**src/hdl/t8cpu_pkg.sv**
```systemverilog
// Shared types and constants for the tiny 8-bit processor step block.
`default_nettype none

package t8cpu_pkg;

    // Fixed field widths of the request and response channels
    localparam int REQ_W  = 2;
    localparam int ADDR_W = 9;
    localparam int DATA_W = 8;
    localparam int STAT_W = 3;

    // Program counter value after reset or a pc reset request
    localparam int PC_RESET = 509;

    typedef enum logic [REQ_W-1:0] {
        REQ_WRITE  = 2'd0,
        REQ_READ   = 2'd1,
        REQ_PC_RST = 2'd2,
        REQ_STEP   = 2'd3
    } req_t;

    typedef enum logic [STAT_W-1:0] {
        ST_OK      = 3'd0,
        ST_HALT    = 3'd1,
        ST_TOP     = 3'd2,
        ST_ADDR    = 3'd3,
        ST_OPC     = 3'd4,
        ST_HALTED  = 3'd5
    } status_t;

    // Opcodes
    localparam logic [DATA_W-1:0] OP_STA = 8'h0C;  // store A to [hi:lo]
    localparam logic [DATA_W-1:0] OP_LDA = 8'h37;  // A = imm
    localparam logic [DATA_W-1:0] OP_LDB = 8'h38;  // B = imm
    localparam logic [DATA_W-1:0] OP_INC = 8'h53;  // A = A + 1
    localparam logic [DATA_W-1:0] OP_JMP = 8'h5A;  // pc = [hi:lo]
    localparam logic [DATA_W-1:0] OP_BLT = 8'h5B;  // if A < B pc = [hi:lo]
    localparam logic [DATA_W-1:0] OP_BGT = 8'h5D;  // if imm < A pc = [hi:lo]
    localparam logic [DATA_W-1:0] OP_HLT = 8'h64;  // halt

    typedef enum logic [2:0] {
        S_IDLE,   // take next request from the input buffer
        S_MISC,   // finish write, read, pc reset and trivial steps
        S_OPC,    // opcode byte in read data register
        S_OPND,   // operand bytes arriving, one per cycle
        S_EXEC    // execute, write back, hand result to output register
    } state_t;

endpackage

`default_nettype wire

```
**src/hdl/tiny_8bit_cpu_step_top.sv**
```systemverilog
// Top level of the tiny 8-bit processor step block.
//
// Usage:
//   Requests come in on the s_ channel (valid/ready): write a memory byte, read a
//   memory byte, reset the program counter to 509, or step one instruction.
//   Every request gives exactly one response on the m_ channel (valid/ready)
//   carrying status, read byte, pc, A, B and the halt flag after the request.
//   A one-entry input buffer takes a transfer while the previous request is
//   still in progress; an output register holds the finished response.
// Sequencing:
//   Memory requests, pc reset and steps that fail before the opcode fetch go
//   through S_IDLE and S_MISC. A step goes through S_IDLE, S_OPC, S_OPND while
//   any operand bytes arrive, and S_EXEC, as the single-port program memory gives
//   one byte per cycle, read data registered in the cycle after the address.
// Reset:
//   aresetn (synchronous, active low) empties both buffers, sets pc to 509 and
//   clears A, B and the halt flag. Memory contents are not cleared.
// Stalls:
//   If m_ready is low while the output register is full, the next response
//   waits in its final state with no state update and no memory write until the
//   output register frees up; the input buffer then fills and s_ready drops.
`default_nettype none

module tiny_8bit_cpu_step_top #(
    parameter int MEM_BYTES = 512
) (
    input  logic                           aclk,
    input  logic                           aresetn,
    input  logic                           s_valid,
    output logic                           s_ready,
    input  logic [t8cpu_pkg::REQ_W-1:0]    s_req_type,
    input  logic [t8cpu_pkg::ADDR_W-1:0]   s_mem_addr,
    input  logic [t8cpu_pkg::DATA_W-1:0]   s_mem_data,
    output logic                           m_valid,
    input  logic                           m_ready,
    output logic [t8cpu_pkg::STAT_W-1:0]   m_status,
    output logic [t8cpu_pkg::DATA_W-1:0]   m_read_data,
    output logic [t8cpu_pkg::ADDR_W-1:0]   m_pc_now,
    output logic [t8cpu_pkg::DATA_W-1:0]   m_acc_a,
    output logic [t8cpu_pkg::DATA_W-1:0]   m_acc_b,
    output logic                           m_is_halted
);
    import t8cpu_pkg::*;

    localparam int AW  = $clog2(MEM_BYTES);
    localparam int PCW = (AW > ADDR_W) ? AW : ADDR_W;
    localparam int TW  = 2 * DATA_W;
    localparam logic [PCW:0] MEM_TOP = (PCW+1)'(MEM_BYTES);
    localparam logic [TW:0]  TGT_LIM = (TW+1)'(MEM_BYTES);

    // instruction length for the bounds check
    function automatic logic [2:0] op_len(input logic [DATA_W-1:0] op);
        logic [2:0] len;
        unique case (op)
            OP_STA, OP_BLT:         len = 3'd3;
            OP_LDA, OP_LDB, OP_JMP: len = 3'd2;
            OP_INC:                 len = 3'd1;
            OP_BGT:                 len = 3'd4;
            default:                len = 3'd0;
        endcase
        return len;
    endfunction

    // operand bytes to fetch after the opcode
    function automatic logic [1:0] op_nopnd(input logic [DATA_W-1:0] op);
        logic [1:0] n;
        unique case (op)
            OP_STA, OP_JMP, OP_BLT: n = 2'd2;
            OP_LDA, OP_LDB:         n = 2'd1;
            OP_BGT:                 n = 2'd3;
            default:                n = 2'd0;
        endcase
        return n;
    endfunction

    // ---------------- registers ----------------
    state_t              state_reg, state_next;

    logic                in_full_reg;
    req_t                in_req_reg;
    logic [ADDR_W-1:0]   in_addr_reg;
    logic [DATA_W-1:0]   in_data_reg;

    req_t                cur_req_reg;
    logic [ADDR_W-1:0]   cur_addr_reg;
    logic [DATA_W-1:0]   cur_data_reg;

    logic [DATA_W-1:0]   op_reg;
    logic [DATA_W-1:0]   opnd_reg [3];
    logic [1:0]          cnt_reg;
    logic [1:0]          need_reg;

    logic [PCW-1:0]      pc_reg,   pc_next;
    logic [DATA_W-1:0]   a_reg,    a_next;
    logic [DATA_W-1:0]   b_reg,    b_next;
    logic                halt_reg, halt_next;

    logic                m_valid_reg;
    status_t             m_status_reg, m_status_next;
    logic [DATA_W-1:0]   m_read_data_reg, m_read_data_next;
    logic [ADDR_W-1:0]   m_pc_reg;
    logic [DATA_W-1:0]   m_a_reg;
    logic [DATA_W-1:0]   m_b_reg;
    logic                m_halt_reg;

    // program memory, single port, registered read
    logic [DATA_W-1:0]   mem [MEM_BYTES];
    logic [DATA_W-1:0]   mem_rdata_reg;
    logic                mem_we, mem_re;
    logic [AW-1:0]       mem_a;
    logic [DATA_W-1:0]   mem_wd;

    // ---------------- control signals ----------------
    logic                pop;
    logic                out_free;
    logic                fin;
    logic                fire;
    logic [1:0]          need_c;
    logic [PCW:0]        pc_ext;
    logic                pc_in_range;
    logic                cur_addr_ok;
    logic                in_addr_ok;
    logic [TW-1:0]       tgt;
    logic                tgt_ok;
    logic                top_ok;
    logic                opc_top_ok;

    assign pop      = (state_reg == S_IDLE) && in_full_reg;
    assign s_ready  = !in_full_reg || pop;
    assign out_free = !m_valid_reg || m_ready;
    assign fire     = fin && out_free;

    assign pc_ext      = {1'b0, pc_reg};
    assign pc_in_range = pc_ext < MEM_TOP;
    assign cur_addr_ok = (PCW+1)'(cur_addr_reg) < MEM_TOP;
    assign in_addr_ok  = (PCW+1)'(in_addr_reg) < MEM_TOP;

    assign tgt    = (op_reg == OP_BGT) ? {opnd_reg[1], opnd_reg[2]}
                                       : {opnd_reg[0], opnd_reg[1]};
    assign tgt_ok = {1'b0, tgt} < TGT_LIM;
    assign top_ok = (pc_ext + (PCW+1)'(op_len(op_reg))) < MEM_TOP;
    assign opc_top_ok = (pc_ext + (PCW+1)'(op_len(mem_rdata_reg))) < MEM_TOP;
    assign need_c = opc_top_ok ? op_nopnd(mem_rdata_reg) : 2'd0;

    // ---------------- next state ----------------
    always_comb begin
        state_next = state_reg;
        unique case (state_reg)
            S_IDLE: begin
                if (in_full_reg) begin
                    if (in_req_reg == REQ_STEP && !halt_reg && pc_in_range) begin
                        state_next = S_OPC;
                    end else begin
                        state_next = S_MISC;
                    end
                end
            end
            S_MISC: begin
                if (fire) begin
                    state_next = S_IDLE;
                end
            end
            S_OPC: begin
                state_next = (need_c != 2'd0) ? S_OPND : S_EXEC;
            end
            S_OPND: begin
                if (cnt_reg + 2'd1 == need_reg) begin
                    state_next = S_EXEC;
                end
            end
            S_EXEC: begin
                if (fire) begin
                    state_next = S_IDLE;
                end
            end
            default: state_next = S_IDLE;
        endcase
    end

    // ---------------- datapath and memory control ----------------
    always_comb begin
        mem_we           = 1'b0;
        mem_re           = 1'b0;
        mem_a            = '0;
        mem_wd           = a_reg;
        fin              = 1'b0;
        m_status_next    = ST_OK;
        m_read_data_next = '0;
        pc_next          = pc_reg;
        a_next           = a_reg;
        b_next           = b_reg;
        halt_next        = halt_reg;
        unique case (state_reg)
            S_IDLE: begin
                if (in_full_reg) begin
                    if (in_req_reg == REQ_READ) begin
                        mem_re = in_addr_ok;
                        mem_a  = AW'(in_addr_reg);
                    end else if (in_req_reg == REQ_STEP) begin
                        mem_re = pc_in_range;
                        mem_a  = AW'(pc_reg);
                    end
                end
            end
            S_MISC: begin
                fin = 1'b1;
                unique case (cur_req_reg)
                    REQ_WRITE: begin
                        if (cur_addr_ok) begin
                            mem_we = out_free;
                            mem_a  = AW'(cur_addr_reg);
                            mem_wd = cur_data_reg;
                        end else begin
                            m_status_next = ST_ADDR;
                        end
                    end
                    REQ_READ: begin
                        if (cur_addr_ok) begin
                            m_read_data_next = mem_rdata_reg;
                        end else begin
                            m_status_next = ST_ADDR;
                        end
                    end
                    REQ_PC_RST: begin
                        pc_next   = PCW'(PC_RESET);
                        halt_next = 1'b0;
                    end
                    REQ_STEP: begin
                        // either already halted or opcode fetch past the top
                        if (halt_reg) begin
                            m_status_next = ST_HALTED;
                        end else begin
                            m_status_next = ST_TOP;
                            halt_next     = 1'b1;
                        end
                    end
                    default: ;
                endcase
            end
            S_OPC: begin
                if (need_c != 2'd0) begin
                    mem_re = 1'b1;
                    mem_a  = AW'(pc_reg + PCW'(1));
                end
            end
            S_OPND: begin
                if (cnt_reg + 2'd1 != need_reg) begin
                    mem_re = 1'b1;
                    mem_a  = AW'(pc_reg + PCW'(2) + PCW'(cnt_reg));
                end
            end
            S_EXEC: begin
                fin = 1'b1;
                if (op_reg == OP_HLT) begin
                    m_status_next = ST_HALT;
                end else if (op_len(op_reg) == 3'd0) begin
                    m_status_next = ST_OPC;
                end else if (!top_ok) begin
                    m_status_next = ST_TOP;
                end else begin
                    unique case (op_reg)
                        OP_STA: begin
                            if (tgt_ok) begin
                                mem_we  = out_free;
                                mem_a   = AW'(tgt);
                                mem_wd  = a_reg;
                                pc_next = pc_reg + PCW'(3);
                            end else begin
                                m_status_next = ST_ADDR;
                            end
                        end
                        OP_LDA: begin
                            a_next  = opnd_reg[0];
                            pc_next = pc_reg + PCW'(2);
                        end
                        OP_LDB: begin
                            b_next  = opnd_reg[0];
                            pc_next = pc_reg + PCW'(2);
                        end
                        OP_INC: begin
                            a_next  = a_reg + DATA_W'(1);
                            pc_next = pc_reg + PCW'(1);
                        end
                        OP_JMP: begin
                            if (tgt_ok) begin
                                pc_next = PCW'(tgt);
                            end else begin
                                m_status_next = ST_ADDR;
                            end
                        end
                        OP_BLT: begin
                            if (a_reg < b_reg) begin
                                if (tgt_ok) begin
                                    pc_next = PCW'(tgt);
                                end else begin
                                    m_status_next = ST_ADDR;
                                end
                            end else begin
                                pc_next = pc_reg + PCW'(3);
                            end
                        end
                        OP_BGT: begin
                            if (opnd_reg[0] < a_reg) begin
                                if (tgt_ok) begin
                                    pc_next = PCW'(tgt);
                                end else begin
                                    m_status_next = ST_ADDR;
                                end
                            end else begin
                                pc_next = pc_reg + PCW'(4);
                            end
                        end
                        default: m_status_next = ST_OPC;
                    endcase
                end
                // any failing status stops the core with pc left at the opcode
                if (m_status_next != ST_OK) begin
                    halt_next = 1'b1;
                end
            end
            default: ;
        endcase
    end

    // ---------------- memory ----------------
    always_ff @(posedge aclk) begin
        if (mem_we) begin
            mem[mem_a] <= mem_wd;
        end
        if (mem_re) begin
            mem_rdata_reg <= mem[mem_a];
        end
    end

    // ---------------- control registers ----------------
    always_ff @(posedge aclk) begin
        if (!aresetn) begin
            state_reg   <= S_IDLE;
            in_full_reg <= 1'b0;
            m_valid_reg <= 1'b0;
            cnt_reg     <= 2'd0;
            need_reg    <= 2'd0;
            pc_reg      <= PCW'(PC_RESET);
            a_reg       <= '0;
            b_reg       <= '0;
            halt_reg    <= 1'b0;
        end else begin
            state_reg <= state_next;
            if (s_valid && s_ready) begin
                in_full_reg <= 1'b1;
            end else if (pop) begin
                in_full_reg <= 1'b0;
            end
            if (fire) begin
                m_valid_reg <= 1'b1;
            end else if (m_ready) begin
                m_valid_reg <= 1'b0;
            end
            if (state_reg == S_OPC) begin
                need_reg <= need_c;
                cnt_reg  <= 2'd0;
            end else if (state_reg == S_OPND) begin
                cnt_reg <= cnt_reg + 2'd1;
            end
            if (fire) begin
                pc_reg   <= pc_next;
                a_reg    <= a_next;
                b_reg    <= b_next;
                halt_reg <= halt_next;
            end
        end
    end

    // ---------------- payload registers ----------------
    always_ff @(posedge aclk) begin
        if (s_valid && s_ready) begin
            in_req_reg  <= req_t'(s_req_type);
            in_addr_reg <= s_mem_addr;
            in_data_reg <= s_mem_data;
        end
        if (pop) begin
            cur_req_reg  <= in_req_reg;
            cur_addr_reg <= in_addr_reg;
            cur_data_reg <= in_data_reg;
        end
        if (state_reg == S_OPC) begin
            op_reg <= mem_rdata_reg;
        end
        if (state_reg == S_OPND) begin
            opnd_reg[cnt_reg] <= mem_rdata_reg;
        end
        if (fire) begin
            m_status_reg    <= m_status_next;
            m_read_data_reg <= m_read_data_next;
            m_pc_reg        <= pc_next[ADDR_W-1:0];
            m_a_reg         <= a_next;
            m_b_reg         <= b_next;
            m_halt_reg      <= halt_next;
        end
    end

    assign m_valid     = m_valid_reg;
    assign m_status    = m_status_reg;
    assign m_read_data = m_read_data_reg;
    assign m_pc_now    = m_pc_reg;
    assign m_acc_a     = m_a_reg;
    assign m_acc_b     = m_b_reg;
    assign m_is_halted = m_halt_reg;

    // ---------------- assertions ----------------
    // memory is written only when the response is handed over
    a_we_on_fire: assert property (@(posedge aclk) disable iff (!aresetn)
        mem_we |-> fire)
        else $error("memory write without response transfer");

    // a response appears only from a finishing request
    a_valid_src: assert property (@(posedge aclk) disable iff (!aresetn)
        (!m_valid_reg && !fire) |=> !m_valid_reg)
        else $error("response valid without a finished request");

    // a step on a halted core leaves the program counter alone
    a_halted_pc: assert property (@(posedge aclk) disable iff (!aresetn)
        (fire && state_reg == S_MISC && cur_req_reg == REQ_STEP && halt_reg)
        |=> (pc_reg == $past(pc_reg) && halt_reg))
        else $error("halted step changed pc");

    // operand counter stays below the operand count
    a_opnd_cnt: assert property (@(posedge aclk) disable iff (!aresetn)
        (state_reg == S_OPND) |-> (cnt_reg < need_reg))
        else $error("operand counter overrun");

    // no new request starts while the output stage still owes a response
    a_one_inflight: assert property (@(posedge aclk) disable iff (!aresetn)
        (state_reg == S_EXEC && !fire) |=> (state_reg == S_EXEC))
        else $error("execute state left without a response");

endmodule

`default_nettype wire

```
**config.mk**
```make
export PLATFORM = sky130hd
export DESIGN_NAME = tiny_8bit_cpu_step_top
export DESIGN_NICKNAME = d
export VERILOG_FILES = /design/src/hdl/t8cpu_pkg.sv /design/src/hdl/tiny_8bit_cpu_step_top.sv
export SDC_FILE = /design/constraint.sdc
export NUM_CORES = 2
export LEC_CHECK = 0
export BUFFER_PORTS_ARGS = -buffer_cell sky130_fd_sc_hd__buf_2
export CAP_MARGIN = 0
export CELL_PAD_IN_SITES_DETAIL_PLACEMENT = 0
export CELL_PAD_IN_SITES_GLOBAL_PLACEMENT = 2
export CORE_ASPECT_RATIO = 0.7
export CORE_MARGIN = 8
export CORE_UTILIZATION = 40
export DETAILED_ROUTE_END_ITERATION = 10
export PLACE_DENSITY = 0.81
export SETUP_SLACK_MARGIN = 0.2
export SLEW_MARGIN = 10
export SYNTH_ARGS = -nofsm -noshare
export SYNTH_HDL_FRONTEND = slang
export SYNTH_MEMORY_MAX_BITS = 65536
export SYNTH_SLANG_ARGS = --single-unit
```
**constraint.sdc**
```tcl
create_clock -name aclk -period 27.8 [get_ports aclk]
set_clock_uncertainty 0.05 [all_clocks]
set_input_delay 1.39 -clock aclk [delete_from_list [all_inputs] [get_ports aclk]]
set_output_delay 1.39 -clock aclk [all_outputs]
set_load 0.05 [all_outputs]
```
==> reports/qor.tcl <==
set qor(timing.final.crit_share) 0.370
set qor(edff_count_synth) 4211
set qor(failed_checks) {max-capacitance violations, max-slew violations}
set qor(area_delta_synth_final_pct) 11.0
set qor(count_of_routing_violations_after_the_opening_detailed_route_iteration) 17200
set qor(cts_htree_levels) 5
set qor(postSynth.topFlopCell) {sky130_fd_sc_hd__edfxtp_1}
set qor(number_of_antenna_violations_at_the_first_check_in_global_routing) 42
set qor(power.share.switching) 0.285
set qor(power_frac_seq) 0.492
set qor(holdPathStages) 0
set qor(worst-path-max-fanout) 85
set qor(via_cell_ratio) 5.90
set qor(ys_seq_elements) 4246
set qor(max_cap_violations) 1
set qor(worstPathBufferInverterCount) 4
set qor(setup_repair_after_global_routing_missed_its_margin) {no}
set qor(post_route_cells_drive_above_1_share) 0.0749
set qor(place.port_buffers) 61
set qor(wl_mm) 562
set qor(report.final.setup_viol) 0
set qor(groute.usage.overall) 0.241
set qor(floorplan.initialDensity) 0.401
set qor(fp-row-count) 201
set qor(holdCritPathClass) {flop to flop}
set qor(critical_path_arrival_ns) 10.84
set qor(top_post_synthesis_cells_by_area) {sky130_fd_sc_hd__edfxtp_1 (74%), sky130_fd_sc_hd__nand2_1 (7.9%), sky130_fd_sc_hd__nand3_1 (3.9%)}
set qor(sequential_cell_area_sq_um) 127000
set qor(r2r_cells) 21
set qor(syn-cell-area_sq_um) 171000
set qor(remaining_drc_errors) 0
set qor(synth_cell_type_count) 97
set qor(first_global_vias) 102000
set qor(crit_path_end_kind) {flop}
set qor(category_of_the_worst_setup_path_launch_point) {flop}
set qor(path_common_cell) {sky130_fd_sc_hd__buf_4}
set qor(timing_worst_slew_pin_value_ns) 1.50
set qor(filler_cell_count) 38300
set qor(cts_tree) {yes}
set qor(clock-root-buffer) {sky130_fd_sc_hd__clkbuf_16}
set qor(globalRouteMet3Util) 0.0592
set qor(report.final.hold_viol_count) 0
set qor(ys_async_sr_fraction) 0
set qor(clk_latency_ns) 0.94
set qor(share_clk_of_total_power) 0.356
set qor(worst_ir_drop_vdd_mv) 0.0553
set qor(cellLeakagePower_nw) 62.7
set qor(grt_start_max_net_pins) 195
set qor(report.final.slew_viol_count) 1
set qor(cp_top_family) {compound AO/OA/AOI/OAI gates}
set qor(postCtsHoldBufs) 0
set qor(place.gp.congestion) 0.876
set qor(num_io_pins) 62
set qor(worst-setup-path-type) {flop to flop}
set qor(clk_pin_slew_worst_paths_ns) 0.07
set qor(yosysTopAreaCell) {sky130_fd_sc_hd__edfxtp_1}
set qor(critPathSlowestCell) {sky130_fd_sc_hd__a21oi_1}
set qor(worst_slew_margin_rel) -0.0109
set qor(power-per-cell-area_nw_per_um2) 80.4
set qor(met2_usage) 0.331
set qor(sequential_fraction_of_the_synthesis_area) 0.742
set qor(internal_power_mw) 10.9
set qor(synth.avg_cell_area_sq_um) 12.8
set qor(syn-instance-count) 13400
set qor(post-synth-top-count-cell) {sky130_fd_sc_hd__edfxtp_1}
set qor(grt_util_met1) 0.378
set qor(chipHeight_um) 564
set qor(setup_total_neg_slack_ns) 0
set qor(synth_common_cells) {sky130_fd_sc_hd__edfxtp_1 (4211), sky130_fd_sc_hd__nand2_1 (3600), sky130_fd_sc_hd__nand3_1 (1327)}
set qor(busiest_layer_in_global_routing) {met1}
set qor(comb_power_share) 0.152
set qor(post-route-util) 0.445
set qor(die_footprint_sq_um) 450000
set qor(tritoncts.num_buffers) 398
set qor(numClockSinks) 4246
set qor(cp_data_required_time_ns) 28.36
set qor(chipWidth_um) 798
set qor(slowest_delay_ns) 0.90
set qor(wire_length_of_the_first_global_routing_pass_mm) 792
set qor(place.detailed.hpwl_mm) 325
set qor(outcome) {finished, violations left}
set qor(cts_buffer_depth) 4
set qor(finalNetCount) 13200
set qor(yosys_top_cell_area_share) 0.738
set qor(cts_resized) 0
set qor(placeable_core_region_sq_um) 428000
set qor(antenna_violating_nets_post_route) 0
set qor(detailroute.via_count) 113000
set qor(routed_wire_length_per_instance_um) 29.3
set qor(synthesis.nets) 13400
set qor(p_sw_mw) 4.35
set qor(finalWorstPathRequiredPeriod_ns) 10.28
set qor(postCtsSetupBuffers) 0
set qor(multiInputGateArea_sq_um) 40600
set qor(cp.depth) 21
set qor(grt.overflow.total) 0
set qor(synthesis.yosys.warnings) 0
set qor(timing.fmax_mhz) 97.3
set qor(worstPathCellList) {nand2b_1 > nor4b_1 > o21ai_0 > o21ai_0 > ha_1 > nand3_1 > nor2_1 > a21oi_1 > nand3_4 > nand2_8 > buf_4 > buf_4 > buf_4 > buf_4 > nand2_1 > a22o_1 > o22ai_1 > a211oi_1 > o22ai_1 > a221oi_1 > o2111ai_1}
set qor(largest_register_ff_count) 4096
set qor(firstDrtPassIters) 8
==> routing by layer <==
layer	up-vias	wire, um
met5	-	55
met4	10	15000
met3	793	67800
met2	6311	231000
met1	56900	248000
li1	49000	-
==> worst paths after layout <==
path,end,slack (ns),start
hold / removal,cur_data_reg[1],0.36,in_data_reg[1]
setup / recovery,mem_rdata_reg[3],17.52,mem_rdata_reg[5]
hold reg to reg,cur_data_reg[1],0.36,in_data_reg[1]
setup reg to reg,mem_rdata_reg[3],17.52,mem_rdata_reg[5]
==> cells in the final DEF (no fill, tap or decap), drive strengths merged, types with 125 or more instances in the layout <==
| master | n |
|---|---|
| edfxtp | 4211 |
| clkinv | 173 |
| and3 | 236 |
| nand3 | 1327 |
| a21oi | 729 |
| a31oi | 308 |
| a311oi | 125 |
| a22oi | 147 |
| buf | 331 |
| nand2 | 3604 |
| a211oi | 271 |
| nor2 | 615 |
| clkbuf | 492 |
==> power groups by stage <==
stage	Clock [mW]	Sequential [mW]	Combinational [mW]
2_1_floorplan	0	8.40	1.20
3_3_place_gp	0	7.66	2.28
3_5_place_dp	0	7.66	2.29
4_1_cts	5.47	7.52	2.29
5_1_grt	5.71	7.52	2.45
6_report	5.44	7.52	2.33
==> worst reg2reg max path, stage by stage, from the launching register on <==
cell and delay (ns):
sky130_fd_sc_hd__edfxtp_1 0.65, sky130_fd_sc_hd__nand2b_1 0.29, sky130_fd_sc_hd__nor4b_1 0.42, sky130_fd_sc_hd__o21ai_0 0.18, sky130_fd_sc_hd__o21ai_0 0.12, sky130_fd_sc_hd__ha_1 0.26, sky130_fd_sc_hd__nand3_1 0.09, sky130_fd_sc_hd__nor2_1 0.06
sky130_fd_sc_hd__a21oi_1 0.90, sky130_fd_sc_hd__nand3_4 0.84, sky130_fd_sc_hd__nand2_8 0.80, sky130_fd_sc_hd__buf_4 0.72, sky130_fd_sc_hd__buf_4 0.67, sky130_fd_sc_hd__buf_4 0.74, sky130_fd_sc_hd__buf_4 0.74, sky130_fd_sc_hd__nand2_1 0.12
sky130_fd_sc_hd__a22o_1 0.25, sky130_fd_sc_hd__o22ai_1 0.36, sky130_fd_sc_hd__a211oi_1 0.11, sky130_fd_sc_hd__o22ai_1 0.46, sky130_fd_sc_hd__a221oi_1 0.29, sky130_fd_sc_hd__o2111ai_1 0.81
==> stage by stage <==
stage | power (mW) | instances | hold WS, ns | worst slack [ns] | instance area, sq um
2_1_floorplan | 9.60 | 13400 | 0.350 | 2.60 | 171000
3_3_place_gp | 9.93 | 18400 | 0.356 | 17.70 | 178000
3_5_place_dp | 9.94 | 18400 | 0.357 | 17.84 | 178000
4_1_cts | 15.3 | 19100 | 0.362 | 17.76 | 190000
5_1_grt | 15.7 | 19100 | 0.364 | 17.29 | 190000
6_report | 15.3 | 19200 | 0.355 | 17.52 | 190000
==> kinds of logic (layout without fill, tap and decap cells) <==
family | after synthesis | after routing | synth area share
AOI/OAI and AO/OA | 1971 | 1971 | 0.0749
other | 0 | 16 | 0
buffers and inverters | 999 | 1080 | 0.0257
muxes | 88 | 88 | 0.00524
adders and majority gates | 30 | 30 | 0.00223
xor gates and xnor gates | 22 | 22 | 0.00112
DFF | 4246 | 4246 | 0.742
and+or+nand+nor | 6021 | 6021 | 0.149
==> final cells by class <==
class | instances | area share
timing repair buffer | 331 | 0.0142
clock buffer | 492 | 0.0553
inverter | 32 | 0.000631
tap | 5684 | 0.0374
antenna | 16 | 0.000210
clock inverter | 225 | 0.0107
multi-input combinational | 8132 | 0.213
sequential | 4246 | 0.668
Power figures use the tool's default switching activity.
